## src/hw/rtl/cpr_pkg.sv

```systemverilog
package cpr_pkg;

	localparam int unsigned MAX_PAYLOAD_DEF = 32;
	localparam int unsigned CMD_DEPTH = 2;

	localparam int unsigned CFG_DATA_W = 16;
	localparam int unsigned CFG_INDEX_W = 1;
	localparam logic [CFG_INDEX_W-1:0] REG_EXPECTED_LENGTH = 1'd0;
	localparam logic [CFG_INDEX_W-1:0] REG_TIMEOUT_TICKS = 1'd1;

	localparam logic [5:0] EXPECTED_LENGTH_RST = 6'd0;
	localparam logic [15:0] TIMEOUT_TICKS_RST = 16'd10000;

	localparam logic OP_BYTE = 1'b0;
	localparam logic OP_TICK = 1'b1;

	localparam logic KIND_REPLY = 1'b0;
	localparam logic KIND_PAYLOAD = 1'b1;

	localparam logic [1:0] STATUS_OK = 2'd1;
	localparam logic [1:0] STATUS_FAIL = 2'd2;

	localparam logic [1:0] LINE_OK = 2'd0;

	localparam logic [2:0] ERR_NONE = 3'd0;
	localparam logic [2:0] ERR_LENGTH = 3'd4;
	localparam logic [2:0] ERR_CHECKSUM = 3'd5;

	localparam logic [7:0] REPLY_OK = 8'h00;
	localparam logic [7:0] REPLY_FAIL = 8'h01;

	typedef struct packed {
		logic       op;
		logic [7:0] rx_byte;
		logic [1:0] line_error;
	} item_t;

	typedef struct packed {
		logic        kind;
		logic [7:0]  data;
		logic        last;
		logic [1:0]  packet_status;
		logic [2:0]  error_code;
		logic [5:0]  payload_length;
		logic [15:0] good_packets;
		logic [15:0] line_errors;
		logic [15:0] timeouts;
		logic [15:0] length_errors;
		logic [15:0] checksum_errors;
	} result_t;

	typedef struct packed {
		logic [15:0] good;
		logic [15:0] line;
		logic [15:0] timeout;
		logic [15:0] length;
		logic [15:0] checksum;
	} counters_t;

	typedef struct packed {
		logic        fail;
		logic [2:0]  code;
		logic [5:0]  len;
		logic [7:0]  sum;
		counters_t   cnt;
	} cmd_t;

	typedef struct packed {
		logic       en;
		logic [5:0] addr;
		logic [7:0] data;
	} mem_wr_t;

endpackage

```

## src/hw/rtl/cpr_front.sv

```systemverilog
module cpr_front #(
	parameter int unsigned MAX_PAYLOAD = cpr_pkg::MAX_PAYLOAD_DEF
) (
	input  logic                                clk,
	input  logic                                arst_n,
	input  logic                                item_valid,
	output logic                                item_stall,
	input  cpr_pkg::item_t                      item,
	input  logic                                cfg_wr_en,
	input  logic [cpr_pkg::CFG_INDEX_W-1:0]     cfg_index,
	input  logic [cpr_pkg::CFG_DATA_W-1:0]      cfg_data,
	input  logic                                cmd_full,
	input  logic                                cmd_empty,
	input  logic                                back_busy,
	output logic                                cmd_push,
	output cpr_pkg::cmd_t                       cmd,
	output cpr_pkg::mem_wr_t                    mem_wr
);

	typedef enum logic [1:0] {
		PH_IDLE,
		PH_PAYLOAD,
		PH_CHECK
	} phase_t;

	phase_t             phase_q;
	logic [5:0]         byte_index_q;
	logic [7:0]         running_sum_q;
	logic [15:0]        wait_count_q;
	logic [5:0]         expected_length_q;
	logic [15:0]        timeout_ticks_q;
	cpr_pkg::counters_t cnt_q;
	cpr_pkg::counters_t cnt_d;

	logic        accept;
	logic        is_byte;
	logic        line_ok;
	logic        wr_hazard;
	logic        len_bad;
	logic        timeout_hit;
	logic [5:0]  idx_inc;
	logic [7:0]  sum_add;
	logic [15:0] wait_inc;
	logic        fail_c;
	logic [2:0]  code_c;

	assign is_byte = (item.op == cpr_pkg::OP_BYTE);
	assign line_ok = (item.line_error == cpr_pkg::LINE_OK);
	assign idx_inc = byte_index_q + 6'd1;
	assign sum_add = running_sum_q + item.rx_byte;
	assign wait_inc = wait_count_q + 16'd1;

	// the store may not be overwritten while an earlier packet is still queued or delivered
	assign wr_hazard = is_byte && line_ok && (phase_q == PH_PAYLOAD) && (!cmd_empty || back_busy);
	assign item_stall = cmd_full || wr_hazard;
	assign accept = item_valid && !item_stall;

	assign len_bad = (item.rx_byte != {2'b00, expected_length_q})
		|| (item.rx_byte > 8'(MAX_PAYLOAD));
	assign timeout_hit = accept && !is_byte && (phase_q != PH_IDLE)
		&& (wait_inc >= timeout_ticks_q);

	always_comb begin
		cnt_d = cnt_q;
		cmd_push = 1'b0;
		fail_c = 1'b1;
		code_c = cpr_pkg::ERR_NONE;
		if (timeout_hit) begin
			cnt_d.timeout = cnt_q.timeout + 16'd1;
		end
		if (accept && is_byte) begin
			if (!line_ok) begin
				cnt_d.line = cnt_q.line + 16'd1;
				cmd_push = 1'b1;
				code_c = {1'b0, item.line_error};
			end else begin
				case (phase_q)
					PH_IDLE: begin
						if (len_bad) begin
							cnt_d.length = cnt_q.length + 16'd1;
							cmd_push = 1'b1;
							code_c = cpr_pkg::ERR_LENGTH;
						end
					end
					PH_CHECK: begin
						cmd_push = 1'b1;
						if (running_sum_q != item.rx_byte) begin
							cnt_d.checksum = cnt_q.checksum + 16'd1;
							code_c = cpr_pkg::ERR_CHECKSUM;
						end else begin
							cnt_d.good = cnt_q.good + 16'd1;
							fail_c = 1'b0;
						end
					end
					default: ;
				endcase
			end
		end
	end

	assign cmd.fail = fail_c;
	assign cmd.code = code_c;
	assign cmd.len = fail_c ? 6'd0 : byte_index_q;
	assign cmd.sum = running_sum_q;
	assign cmd.cnt = cnt_d;

	assign mem_wr.en = accept && is_byte && line_ok && (phase_q == PH_PAYLOAD);
	assign mem_wr.addr = byte_index_q;
	assign mem_wr.data = item.rx_byte;

	always_ff @(posedge clk or negedge arst_n) begin
		if (!arst_n) begin
			phase_q <= PH_IDLE;
			byte_index_q <= '0;
			running_sum_q <= '0;
			wait_count_q <= '0;
			expected_length_q <= cpr_pkg::EXPECTED_LENGTH_RST;
			timeout_ticks_q <= cpr_pkg::TIMEOUT_TICKS_RST;
			cnt_q <= '0;
		end else begin
			cnt_q <= cnt_d;
			if (cfg_wr_en) begin
				case (cfg_index)
					cpr_pkg::REG_EXPECTED_LENGTH: expected_length_q <= cfg_data[5:0];
					cpr_pkg::REG_TIMEOUT_TICKS:   timeout_ticks_q <= cfg_data[15:0];
					default: ;
				endcase
			end
			if (accept) begin
				if (!is_byte) begin
					if (phase_q != PH_IDLE) begin
						if (timeout_hit) begin
							phase_q <= PH_IDLE;
							byte_index_q <= '0;
							running_sum_q <= '0;
							wait_count_q <= '0;
						end else begin
							wait_count_q <= wait_inc;
						end
					end
				end else begin
					wait_count_q <= '0;
					if (cmd_push) begin
						phase_q <= PH_IDLE;
						byte_index_q <= '0;
						running_sum_q <= '0;
					end else begin
						case (phase_q)
							PH_IDLE: begin
								running_sum_q <= item.rx_byte;
								byte_index_q <= '0;
								phase_q <= (item.rx_byte == 8'd0) ? PH_CHECK : PH_PAYLOAD;
							end
							PH_PAYLOAD: begin
								running_sum_q <= sum_add;
								byte_index_q <= idx_inc;
								if ((idx_inc >= expected_length_q) || (idx_inc >= 6'(MAX_PAYLOAD))) begin
									phase_q <= PH_CHECK;
								end
							end
							default: ;
						endcase
					end
				end
			end
		end
	end

endmodule

```

## src/hw/rtl/cpr_cmd_fifo.sv

```systemverilog
module cpr_cmd_fifo (
	input  logic          clk,
	input  logic          arst_n,
	input  logic          push,
	input  cpr_pkg::cmd_t wr_cmd,
	input  logic          pop,
	output cpr_pkg::cmd_t rd_cmd,
	output logic          full,
	output logic          empty
);

	localparam int unsigned DEPTH = cpr_pkg::CMD_DEPTH;
	localparam int unsigned PTR_W = (DEPTH > 1) ? $clog2(DEPTH) : 1;
	localparam int unsigned CNT_W = $clog2(DEPTH + 1);

	cpr_pkg::cmd_t entry_q [DEPTH];
	logic [PTR_W-1:0] wr_ptr_q;
	logic [PTR_W-1:0] rd_ptr_q;
	logic [CNT_W-1:0] count_q;
	logic do_push;
	logic do_pop;

	assign full = (count_q == CNT_W'(DEPTH));
	assign empty = (count_q == '0);
	assign do_push = push && !full;
	assign do_pop = pop && !empty;
	assign rd_cmd = entry_q[rd_ptr_q];

	always_ff @(posedge clk) begin
		if (do_push) begin
			entry_q[wr_ptr_q] <= wr_cmd;
		end
	end

	always_ff @(posedge clk or negedge arst_n) begin
		if (!arst_n) begin
			wr_ptr_q <= '0;
			rd_ptr_q <= '0;
			count_q <= '0;
		end else begin
			if (do_push) begin
				wr_ptr_q <= (wr_ptr_q == PTR_W'(DEPTH - 1)) ? '0 : wr_ptr_q + PTR_W'(1);
			end
			if (do_pop) begin
				rd_ptr_q <= (rd_ptr_q == PTR_W'(DEPTH - 1)) ? '0 : rd_ptr_q + PTR_W'(1);
			end
			case ({do_push, do_pop})
				2'b10:   count_q <= count_q + CNT_W'(1);
				2'b01:   count_q <= count_q - CNT_W'(1);
				default: ;
			endcase
		end
	end

endmodule

```

## src/hw/rtl/cpr_back.sv

```systemverilog
module cpr_back #(
	parameter int unsigned MAX_PAYLOAD = cpr_pkg::MAX_PAYLOAD_DEF
) (
	input  logic              clk,
	input  logic              arst_n,
	input  logic              cmd_empty,
	input  cpr_pkg::cmd_t     cmd,
	output logic              cmd_pop,
	output logic              busy,
	input  cpr_pkg::mem_wr_t  mem_wr,
	output logic              result_valid,
	input  logic              result_stall,
	output cpr_pkg::result_t  result
);

	localparam int unsigned AW = (MAX_PAYLOAD > 1) ? $clog2(MAX_PAYLOAD) : 1;

	typedef enum logic [2:0] {
		S_IDLE,
		S_REPLY0,
		S_REPLY1,
		S_FETCH,
		S_PAYLOAD
	} state_t;

	state_t        state_q;
	cpr_pkg::cmd_t cur_q;
	logic [5:0]    idx_q;
	logic [7:0]    rd_data_q;
	logic [7:0]    store_mem [MAX_PAYLOAD];

	logic             load_ok;
	logic             emit;
	logic [5:0]       idx_inc;
	cpr_pkg::result_t base;
	cpr_pkg::result_t load_val;

	assign load_ok = !result_valid || !result_stall;
	assign emit = load_ok && (state_q inside {S_REPLY0, S_REPLY1, S_PAYLOAD});
	assign idx_inc = idx_q + 6'd1;
	assign busy = (state_q != S_IDLE);
	assign cmd_pop = (state_q == S_IDLE) && !cmd_empty;

	always_comb begin
		base.kind = cpr_pkg::KIND_REPLY;
		base.data = cur_q.fail ? cpr_pkg::REPLY_FAIL : cpr_pkg::REPLY_OK;
		base.last = 1'b0;
		base.packet_status = cur_q.fail ? cpr_pkg::STATUS_FAIL : cpr_pkg::STATUS_OK;
		base.error_code = cur_q.code;
		base.payload_length = cur_q.len;
		base.good_packets = cur_q.cnt.good;
		base.line_errors = cur_q.cnt.line;
		base.timeouts = cur_q.cnt.timeout;
		base.length_errors = cur_q.cnt.length;
		base.checksum_errors = cur_q.cnt.checksum;
	end

	always_comb begin
		load_val = base;
		case (state_q)
			S_REPLY1: begin
				load_val.data = cur_q.fail ? {5'd0, cur_q.code} : cur_q.sum;
				load_val.last = cur_q.fail || (cur_q.len == 6'd0);
			end
			S_PAYLOAD: begin
				load_val.kind = cpr_pkg::KIND_PAYLOAD;
				load_val.data = rd_data_q;
				load_val.last = (idx_inc == cur_q.len);
			end
			default: ;
		endcase
	end

	always_ff @(posedge clk) begin
		if (mem_wr.en) begin
			store_mem[mem_wr.addr[AW-1:0]] <= mem_wr.data;
		end
		rd_data_q <= store_mem[idx_q[AW-1:0]];
	end

	always_ff @(posedge clk or negedge arst_n) begin
		if (!arst_n) begin
			state_q <= S_IDLE;
			cur_q <= '0;
			idx_q <= '0;
			result_valid <= 1'b0;
			result <= '0;
		end else begin
			if (emit) begin
				result <= load_val;
				result_valid <= 1'b1;
			end else if (!result_stall) begin
				result_valid <= 1'b0;
			end
			case (state_q)
				S_IDLE: begin
					if (!cmd_empty) begin
						cur_q <= cmd;
						idx_q <= '0;
						state_q <= S_REPLY0;
					end
				end
				S_REPLY0: begin
					if (load_ok) begin
						state_q <= S_REPLY1;
					end
				end
				S_REPLY1: begin
					if (load_ok) begin
						state_q <= load_val.last ? S_IDLE : S_FETCH;
					end
				end
				// read data for idx_q is registered and lands in the cycle after the address settles
				S_FETCH: state_q <= S_PAYLOAD;
				S_PAYLOAD: begin
					if (load_ok) begin
						idx_q <= idx_inc;
						state_q <= load_val.last ? S_IDLE : S_FETCH;
					end
				end
				default: state_q <= S_IDLE;
			endcase
		end
	end

endmodule

```

## src/hw/rtl/checksummed_packet_receiver_unit.sv

```systemverilog
// a packet's first reply passes the command queue, cur_q and the result register
// throughput: one byte or tick a cycle; payload bytes wait while an earlier packet is
// still queued or delivered, and input waits while the two-entry command queue is full
// output: reply bytes one a cycle if not stalled; payload via registered store reads
// reset: asynchronous, clears phase, counters, queue and registers to their defaults;
// the payload store and its read register are not cleared
module checksummed_packet_receiver_unit #(
	parameter int unsigned MAX_PAYLOAD = cpr_pkg::MAX_PAYLOAD_DEF
) (
	input  logic                            clk,
	input  logic                            arst_n,
	input  logic                            item_valid,
	output logic                            item_stall,
	input  cpr_pkg::item_t                  item,
	output logic                            result_valid,
	input  logic                            result_stall,
	output cpr_pkg::result_t                result,
	input  logic                            cfg_wr_en,
	input  logic [cpr_pkg::CFG_INDEX_W-1:0] cfg_index,
	input  logic [cpr_pkg::CFG_DATA_W-1:0]  cfg_data
);

	logic             cmd_push;
	logic             cmd_pop;
	logic             cmd_full;
	logic             cmd_empty;
	logic             back_busy;
	cpr_pkg::cmd_t    cmd_in;
	cpr_pkg::cmd_t    cmd_head;
	cpr_pkg::mem_wr_t mem_wr;

	cpr_front #(
		.MAX_PAYLOAD(MAX_PAYLOAD)
	) u_front (
		.clk        (clk),
		.arst_n     (arst_n),
		.item_valid (item_valid),
		.item_stall (item_stall),
		.item       (item),
		.cfg_wr_en  (cfg_wr_en),
		.cfg_index  (cfg_index),
		.cfg_data   (cfg_data),
		.cmd_full   (cmd_full),
		.cmd_empty  (cmd_empty),
		.back_busy  (back_busy),
		.cmd_push   (cmd_push),
		.cmd        (cmd_in),
		.mem_wr     (mem_wr)
	);

	cpr_cmd_fifo u_fifo (
		.clk    (clk),
		.arst_n (arst_n),
		.push   (cmd_push),
		.wr_cmd (cmd_in),
		.pop    (cmd_pop),
		.rd_cmd (cmd_head),
		.full   (cmd_full),
		.empty  (cmd_empty)
	);

	cpr_back #(
		.MAX_PAYLOAD(MAX_PAYLOAD)
	) u_back (
		.clk          (clk),
		.arst_n       (arst_n),
		.cmd_empty    (cmd_empty),
		.cmd          (cmd_head),
		.cmd_pop      (cmd_pop),
		.busy         (back_busy),
		.mem_wr       (mem_wr),
		.result_valid (result_valid),
		.result_stall (result_stall),
		.result       (result)
	);

`ifndef SYNTHESIS
	a_no_push_when_full: assert property (@(posedge clk) disable iff (!arst_n)
		!(cmd_push && cmd_full))
		else $error("command pushed into a full queue");

	a_store_write_quiet: assert property (@(posedge clk) disable iff (!arst_n)
		mem_wr.en |-> (!back_busy && cmd_empty))
		else $error("payload store written while a delivery is pending");

	a_tick_no_request: assert property (@(posedge clk) disable iff (!arst_n)
		(item_valid && !item_stall && item.op == cpr_pkg::OP_TICK) |-> !cmd_push)
		else $error("tick produced a reply request");

	a_pop_starts_run: assert property (@(posedge clk) disable iff (!arst_n)
		cmd_pop |=> back_busy)
		else $error("back end idle after taking a request");
`endif

endmodule
```

## config.mk

```make
export PLATFORM = sky130hd
export DESIGN_NAME = checksummed_packet_receiver_unit
export DESIGN_NICKNAME = d
export VERILOG_FILES = /design/src/hw/rtl/cpr_pkg.sv /design/src/hw/rtl/cpr_front.sv /design/src/hw/rtl/cpr_cmd_fifo.sv /design/src/hw/rtl/cpr_back.sv /design/src/hw/rtl/checksummed_packet_receiver_unit.sv
export SDC_FILE = /design/constraint.sdc
export NUM_CORES = 1
export LEC_CHECK = 0
export CAP_MARGIN = 20
export CORE_UTILIZATION = 25
export CTS_CLUSTER_SIZE = 14
export DETAILED_ROUTE_END_ITERATION = 8
export DONT_BUFFER_PORTS = 1
export HOLD_SLACK_MARGIN = 0.06
export PLACE_DENSITY_LB_ADDON = 0.3
export SLEW_MARGIN = 20
export SYNTH_ARGS = -nofsm -noshare
export SYNTH_HDL_FRONTEND = slang
export SYNTH_SLANG_ARGS = --single-unit
```

## constraint.sdc

```tcl
create_clock -name clk -period 13.4 [get_ports clk]
set_input_delay 1.34 -clock clk [delete_from_list [all_inputs] [get_ports clk]]
set_output_delay 1.34 -clock clk [all_outputs]
set_load 0.005 [all_outputs]
```

==> summary.txt, run 1 <==
Critical path
  • Required time worst endpoint: about 14000 ps
  • Worst path top cell family by delay: compound AO/OA/AOI/OAI gates
  • Cell Chain, Critical Path: and3_1 > and3_1 > nand3_1 > xnor2_1 > ha_1 > and2_1 > a221oi_1 > o21ai_1 > a221oi_2 > a21o_1 > o221ai_1 > a32o_1
  • Reg2Reg Setup Slack: 9170 ps
  • CP bufs+invs: 0
  • Worst setup SP type: register
  • Most frequent cell on the critical path: and3_1
  • Reg2reg end: u_front.running_sum_q[7]$_DFFE_PN0P_
  • CP endpoint kind: register
  • Crit path max fanout: 26
  • Slowest cell on the critical path: a21o_1
  • Max incr delay on CP: between 800 and 900 ps
  • Type of the worst setup path: reg -> reg
  • R2r worst-path depth: 12
  • Arr. time, crit path: 4810 ps
  • RR Startpoint: u_front.wait_count_q[2]$_DFFE_PN0P_

Cells and area
  • Antenna Cells: 0
  • Finished Core Util: 0.290
  • Nets: 2156
  • Final cell count without fillers: ~3800
  • Share of cells above drive strength 1: 0.183
  • Fillers: 12500
  • Synthesis-to-finish area growth: 15.0%

Yosys
  • Syn Area/Cell: 15.6 um2
  • Share of flip-flops with an asynchronous set or reset: 0.430
  • Main synth FF type: edfxtp_1
  • Count leader, synth: edfxtp_1
  • Library cells used by synthesis: 73
  • Area leader, netlist: edfxtp_1
  • Post-synthesis sequential area ratio: 0.697
  • Synth Cell Area: 32200 um2
  • Share of the synthesized area in the top cell type: 0.422
  • Syn. warnings: 0
  • Syn Nets: approximately 2100
  • Mapped Cells: approximately 2100
  • EDFF count, synth: 452
  • Area contributors post-synth: edfxtp_1 42%, dfrtp_1 27%, mux4_2 5.6%, mux2_2 4.2%, mux2i_1 3.1%
  • Post-synth top cells: 452 x edfxtp_1, 342 x dfrtp_1, 182 x nor2_1
  • Post-synthesis sequential element count: 807

Clocking
  • Reg clk slew, reported paths: 60 ps
  • Clock root cell: clkbuf_16
  • Setup Fix Bufs, Post-CTS: 0
  • Bufs on Longest Clock Path: 3
  • CTS tree: done
  • CTS H-Tree Depth: 3
  • Sink Count: 807
  • Cts hold-fix bufs: 0
  • Clock Latency Late Sink: a little under 700 ps
  • Total CTS buffers: 88
  • Post-CTS Resized: 0

Run status
  • Status: finished clean

Floorplanning
  • Core area: between 100000 and 150000 um2
  • Chip width: 361 um
  • Rows: 131
  • Die Height: roughly 360 um
  • Total I/O pin count: between 100 and 150
  • Die area: between 100000 and 150000 um2
  • Starting Density: 0.252

Global route
  • First-pass GRT wire length: 110000 um
  • Initial antenna violation count: 10
  • Largest net degree at the start of global routing: between 300 and 400
  • Vias in the first global route: 17600
  • Total grt overflow: 0
  • Tot GR Track Use: 0.111

Placement
  • PortBufs: 0
  • Placer Congestion: 0.763
  • Pre-CTS setup slack: 8910 ps
  • Placed Instances: between 3000 and 4000
  • Post-DP HPWL: around 46000 um

Timing
  • Fin Clk Skew: 46.0 ps
  • Worst rel slew slack: 0.282
  • RSZ-0062 raised after global routing: false
  • Slew Viols, Final: 0
  • Setup WS post-layout: 9170 ps
  • Endpoints failing hold: 0
  • Setup TNS: 0 ps
  • Crit share post-route: 0.316
  • Final setup vio count: 0
  • Fmax: 236 MHz
  • Minimum clock period: 4230 ps
  • Worst-Margin Slew: around 1100 ps

Routing
  • Drt pass-1 iters: 5
  • Vias per Instance: around 4.4
  • Via count: approximately 17000
  • WL final: around 70000 um
  • Drt initial violations: 1152
  • Antenna viol nets, final: 0
  • Routed wirelength normalized by instance count: 18.7 um
  • Drt drc: 0

Power
  • Leak Pwr: 13.6 nW
  • Power Density: around 200 nW/um2
  • Peak supply drop: 0.000115 V

Worst hold path
  • Worst min path class: in -> async

Flow run
  • Max-cap viol count: 0
## sequential cells by signal, indices dropped and copies added (netlist names), 9 cells and up
signal                   cells
u_fifo.entry_q             196
u_back.base                 89
u_front.cnt_q               80
u_front.wait_count_q        16
u_front.timeout_ticks_q     16
u_back.cur_q                 9
u_back.store_mem           256
u_back.result              101
## layer usage
layer,vias to the layer above,global-route usage,share of wire
li1,7693,-,-
met2,370,0.174,0.46
met3,99,0.0364,0.072
met4,6,0.0340,0.022
met5,-,0,0.00056
met1,8523,0.144,0.44
## cell families (layout without fill, tap and decap cells)
logic type               count (synthesis)  count (layout)  share of synthesized area
adder cells (fa/ha/maj)                 42              42                     0.0166
XOR/XNOR                               117             117                     0.0318
buffers and inverters                  137             226                     0.0182
flip-flops                             807             807                      0.697
AND/OR/NAND/NOR                        434             434                     0.0644
multiplexers                           301             301                      0.129
AO/OA/AOI/OAI                          230             230                     0.0432
## layout by cell type (no fill, tap or decap), types with 76 or more instances in the layout
cell type	count
edfxtp_1	452
dfrtp_1	339
nor2_1	174
mux2_2	120
a21oi_1	117
nand2_1	106
mux2i_1	101
clkbuf_16	88
mux4_2	80
xnor2_1	76
## worst max path at each step
stage                                                   start                              endpoint  slack [ps]  cells past startpoint
after floorplan                                       item[3]        u_fifo.entry_q[0][0]$_DFFE_PP_        6760                      6
after global placement                                item[2]       u_fifo.entry_q[0][90]$_DFFE_PP_        8830                      8
after detailed placement                              item[2]       u_fifo.entry_q[0][69]$_DFFE_PP_        8910                      8
after CTS                 u_front.wait_count_q[2]$_DFFE_PN0P_  u_front.running_sum_q[7]$_DFFE_PN0P_        9130                     12
after global routing      u_front.wait_count_q[2]$_DFFE_PN0P_  u_front.running_sum_q[7]$_DFFE_PN0P_        8760                     12
final                     u_front.wait_count_q[2]$_DFFE_PN0P_  u_front.running_sum_q[7]$_DFFE_PN0P_        9170                     12
## through the flow
stage | area, um2 | hold WS, ps | power, mW
floorplan | 32200 | 439 | 4.64
global placement | 34000 | 454 | 5.08
detailed placement | 34000 | 462 | 5.13
CTS | 37000 | 313 | 7.64
global route | 37000 | 345 | 7.92
finish | 37000 | 392 | 7.48
## area by class of cell
cell class / count / area, um2 / share of cell area
inverters: 48 / 180 / 0.00486
repair buffers: 12 / 103 / 0.00277
clock inverters: 59 / 692 / 0.0187
clock buffers: 107 / 2310 / 0.0625
multi-input cells: 1124 / 9230 / 0.249
well taps: 1662 / 2080 / 0.0561
flip-flops and latches: 807 / 22400 / 0.606
## power by group
group,internal (mW),switching (mW),leakage [nW]
Clock,1.43,1.04,1.44
Combinational,0.708,0.804,3.73
Sequential,3.10,0.405,8.42
Total,5.24,2.25,13.6
Note: power is estimated with default switching activity, not from simulation.
==> inputs of run 2 (changes only) <==
Clock period 13.4 ns to 3.43 ns, I/O delays scaled along.
==> run 2 against run 1 <==
Against the previous run: the flow now finishes with violations (negative hold slack); flip-flop and latch count stayed put; sequential share of layout area is 2.0 points lower; final area is 3.4% higher; wire length is 4.1% higher; largest power group unchanged.
==> summary.txt, run 2 (synthesized netlist as in run 1, its figures left out) <==
Cells and area
  • Leading cell types in the layout, fill and taps excluded: 452 x edfxtp_1, 339 x dfrtp_1, 179 x nor2_1
  • Finished Core Util: 0.300
  • Commonest non-fill, non-tap cell in the layout: edfxtp_1
  • Max reg flops: 256
  • Nets: 2272
  • Share of cells above drive strength 1: 0.210
  • Synthesis-to-finish area growth: 19.0%
  • Fillers: 12600
  • Combined flip-flop and latch cell area: 22400 um2
  • Multi-input logic area: 9320 um2

Clocking
  • Sink Count: around 810
  • Total CTS buffers: 88
  • CTS tree: done
  • Reg clk slew, reported paths: 60 ps
  • Clock Latency Late Sink: roughly 660 ps
  • Bufs on Longest Clock Path: 3
  • Cts hold-fix bufs: 47
  • Clock root cell: clkbuf_16
  • CTS H-Tree Depth: 3

Timing
  • Setup TNS: 0 ps
  • Final setup vio count: 0
  • Minimum clock period: 3220 ps
  • Worst rel slew slack: 0.374
  • Worst-Margin Slew: 932 ps
  • Fmax: 310 MHz
  • Fin Clk Skew: 26.7 ps
  • RSZ-0062 raised after global routing: false
  • Setup WS post-layout: 205 ps
  • Endpoints failing hold: 347
  • Final hold slack: -574 ps
  • Slew Viols, Final: 0
  • Crit share post-route: 0.940

Placement
  • PortBufs: 0
  • Pre-CTS setup slack: -182 ps
  • Post-DP HPWL: 45800 um
  • Placer Congestion: 0.762

Floorplanning
  • Core area: 128000 um2
  • Rows: 131
  • Chip width: 361 um
  • Starting Density: 0.252
  • Die Height: 361 um
  • Die area: 130000 um2
  • Total I/O pin count: 136

Routing
  • Drt pass-1 iters: 6
  • Vias per Instance: approximately 4.4
  • Routed wirelength normalized by instance count: 18.9 um
  • Via count: 17200
  • Antenna viol nets, final: 0
  • Drt initial violations: 1185
  • Drt drc: 0
  • WL final: 74500 um

Run status
  • Status: complete, but fails checks
  • Failing checks: negative hold slack

Global route
  • Largest net degree at the start of global routing: 348
  • Total grt overflow: 0
  • Initial antenna violation count: 10
  • Vias in the first global route: 18300
  • Tot GR Track Use: 0.115
  • First-pass GRT wire length: 115000 um

Power
  • Design Power: 29.6 mW
  • Peak supply drop: 0.000470 V
  • Power Density: 772 nW/um2
  • Leak Pwr: about 14 nW

Critical path
  • Worst path top cell family by delay: simple AND/OR/NAND/NOR gates
  • Cell Chain, Critical Path: and3_1 > and3_1 > and3_4 > and3_1 > xor2_1 > ha_1 > nand2_2 > nor2_1 > a221oi_4 > nor4_4 > buf_4 > nand4_1 > xnor2_2
  • Arr. time, crit path: 3600 ps
  • Most frequent cell on the critical path: and3_1
  • Worst setup SP type: register
  • Crit path max fanout: 6
  • Max incr delay on CP: 380 ps
  • Type of the worst setup path: reg -> reg
  • Slowest cell on the critical path: dfrtp_1
  • CP endpoint kind: register
  • Required time worst endpoint: 3810 ps
  • CP bufs+invs: 1

Worst hold path
  • Worst min path class: in -> async

Flow run
  • Max-cap viol count: 0
==> run 2: changes by cell type in the layout (fill, tap and decap cells not counted), sizes merged <==
cell | before | now
bufinv | 9 | 8
dlygate4sd3 | 0 | 39
clkbuf | 107 | 119
clkinv | 36 | 29
inv | 52 | 53
diode | 0 | 6
clkinvlp | 10 | 4
buf | 12 | 89
==> run 2: path summary, 6_finish.rpt <==
check | startpoint | end | slack (ps) | depth (start not counted)
worst max-delay path | u_front.wait_count_q[6]$_DFFE_PN0P_ | u_fifo.entry_q[1][38]$_DFFE_PP_ | 210 | 13
worst min-delay path | arst_n | u_back.result[12]$_DFFE_PN0P_ | -570 | 0
worst max register to register | u_front.wait_count_q[6]$_DFFE_PN0P_ | u_fifo.entry_q[1][38]$_DFFE_PP_ | 210 | 13
worst min register to register | u_back.rd_data_q[2]$_DFF_P_ | u_back.result[94]$_DFFE_PN0P_ | 470 | 1
max in group asynchronous | arst_n | u_back.idx_q[0]$_DFFE_PN0P_ | 3350 | 0
min in group clk | item[10] | u_front.cnt_q[48]$_DFF_PN0_ | 110 | 3
==> run 2: final cells by class <==
class / instances / share of cell area
Timing Repair Buffer: 128 / 0.0335
Antenna cell: 6 / 0.000392
Inverter: 48 / 0.00470
Clock inverter: 46 / 0.0138
Multi-Input combinational cell: 1124 / 0.243
Sequential cell: 807 / 0.586
Tap cell: 1662 / 0.0543
Clock buffer: 119 / 0.0645
==> run 2: layer usage <==
layer	wire, um	up-vias	global-route usage
met4	1400	10	0.0326
met2	35700	325	0.188
met1	31800	8802	0.144
li1	-	7933	-
met3	5610	100	0.0366
met5	60	-	0
==> run 2: power by group <==
group / switching [mW] / internal, mW / leakage (nW) / total [mW]
Sequential: 1.53 / 12.1 / 8.42 / 13.6
Clock: 3.97 / 5.71 / 1.47 / 9.68
Combinational: 3.25 / 2.97 / 4.42 / 6.23
==> run 2: timing repair <==
item | in CTS | in global routing
setup buffers | 2 | 2
gates resized for setup | 2 | 17
endpoints found under the hold margin | 644 | 347
pin swaps | 1 | 8
setup endpoints to repair | 44 | 55
==> run 2: through the flow <==
stage | cells | hold WS (ps) | instance area [um2]
6_report | 3940 | -574 | 38300
5_1_grt | 3937 | -620 | 38300
4_1_cts | 3932 | -640 | 38200
3_5_place_dp | 3718 | 71.6 | 34600
3_3_place_gp | 3718 | 72.3 | 34600
2_1_floorplan | 2068 | 47.4 | 32200
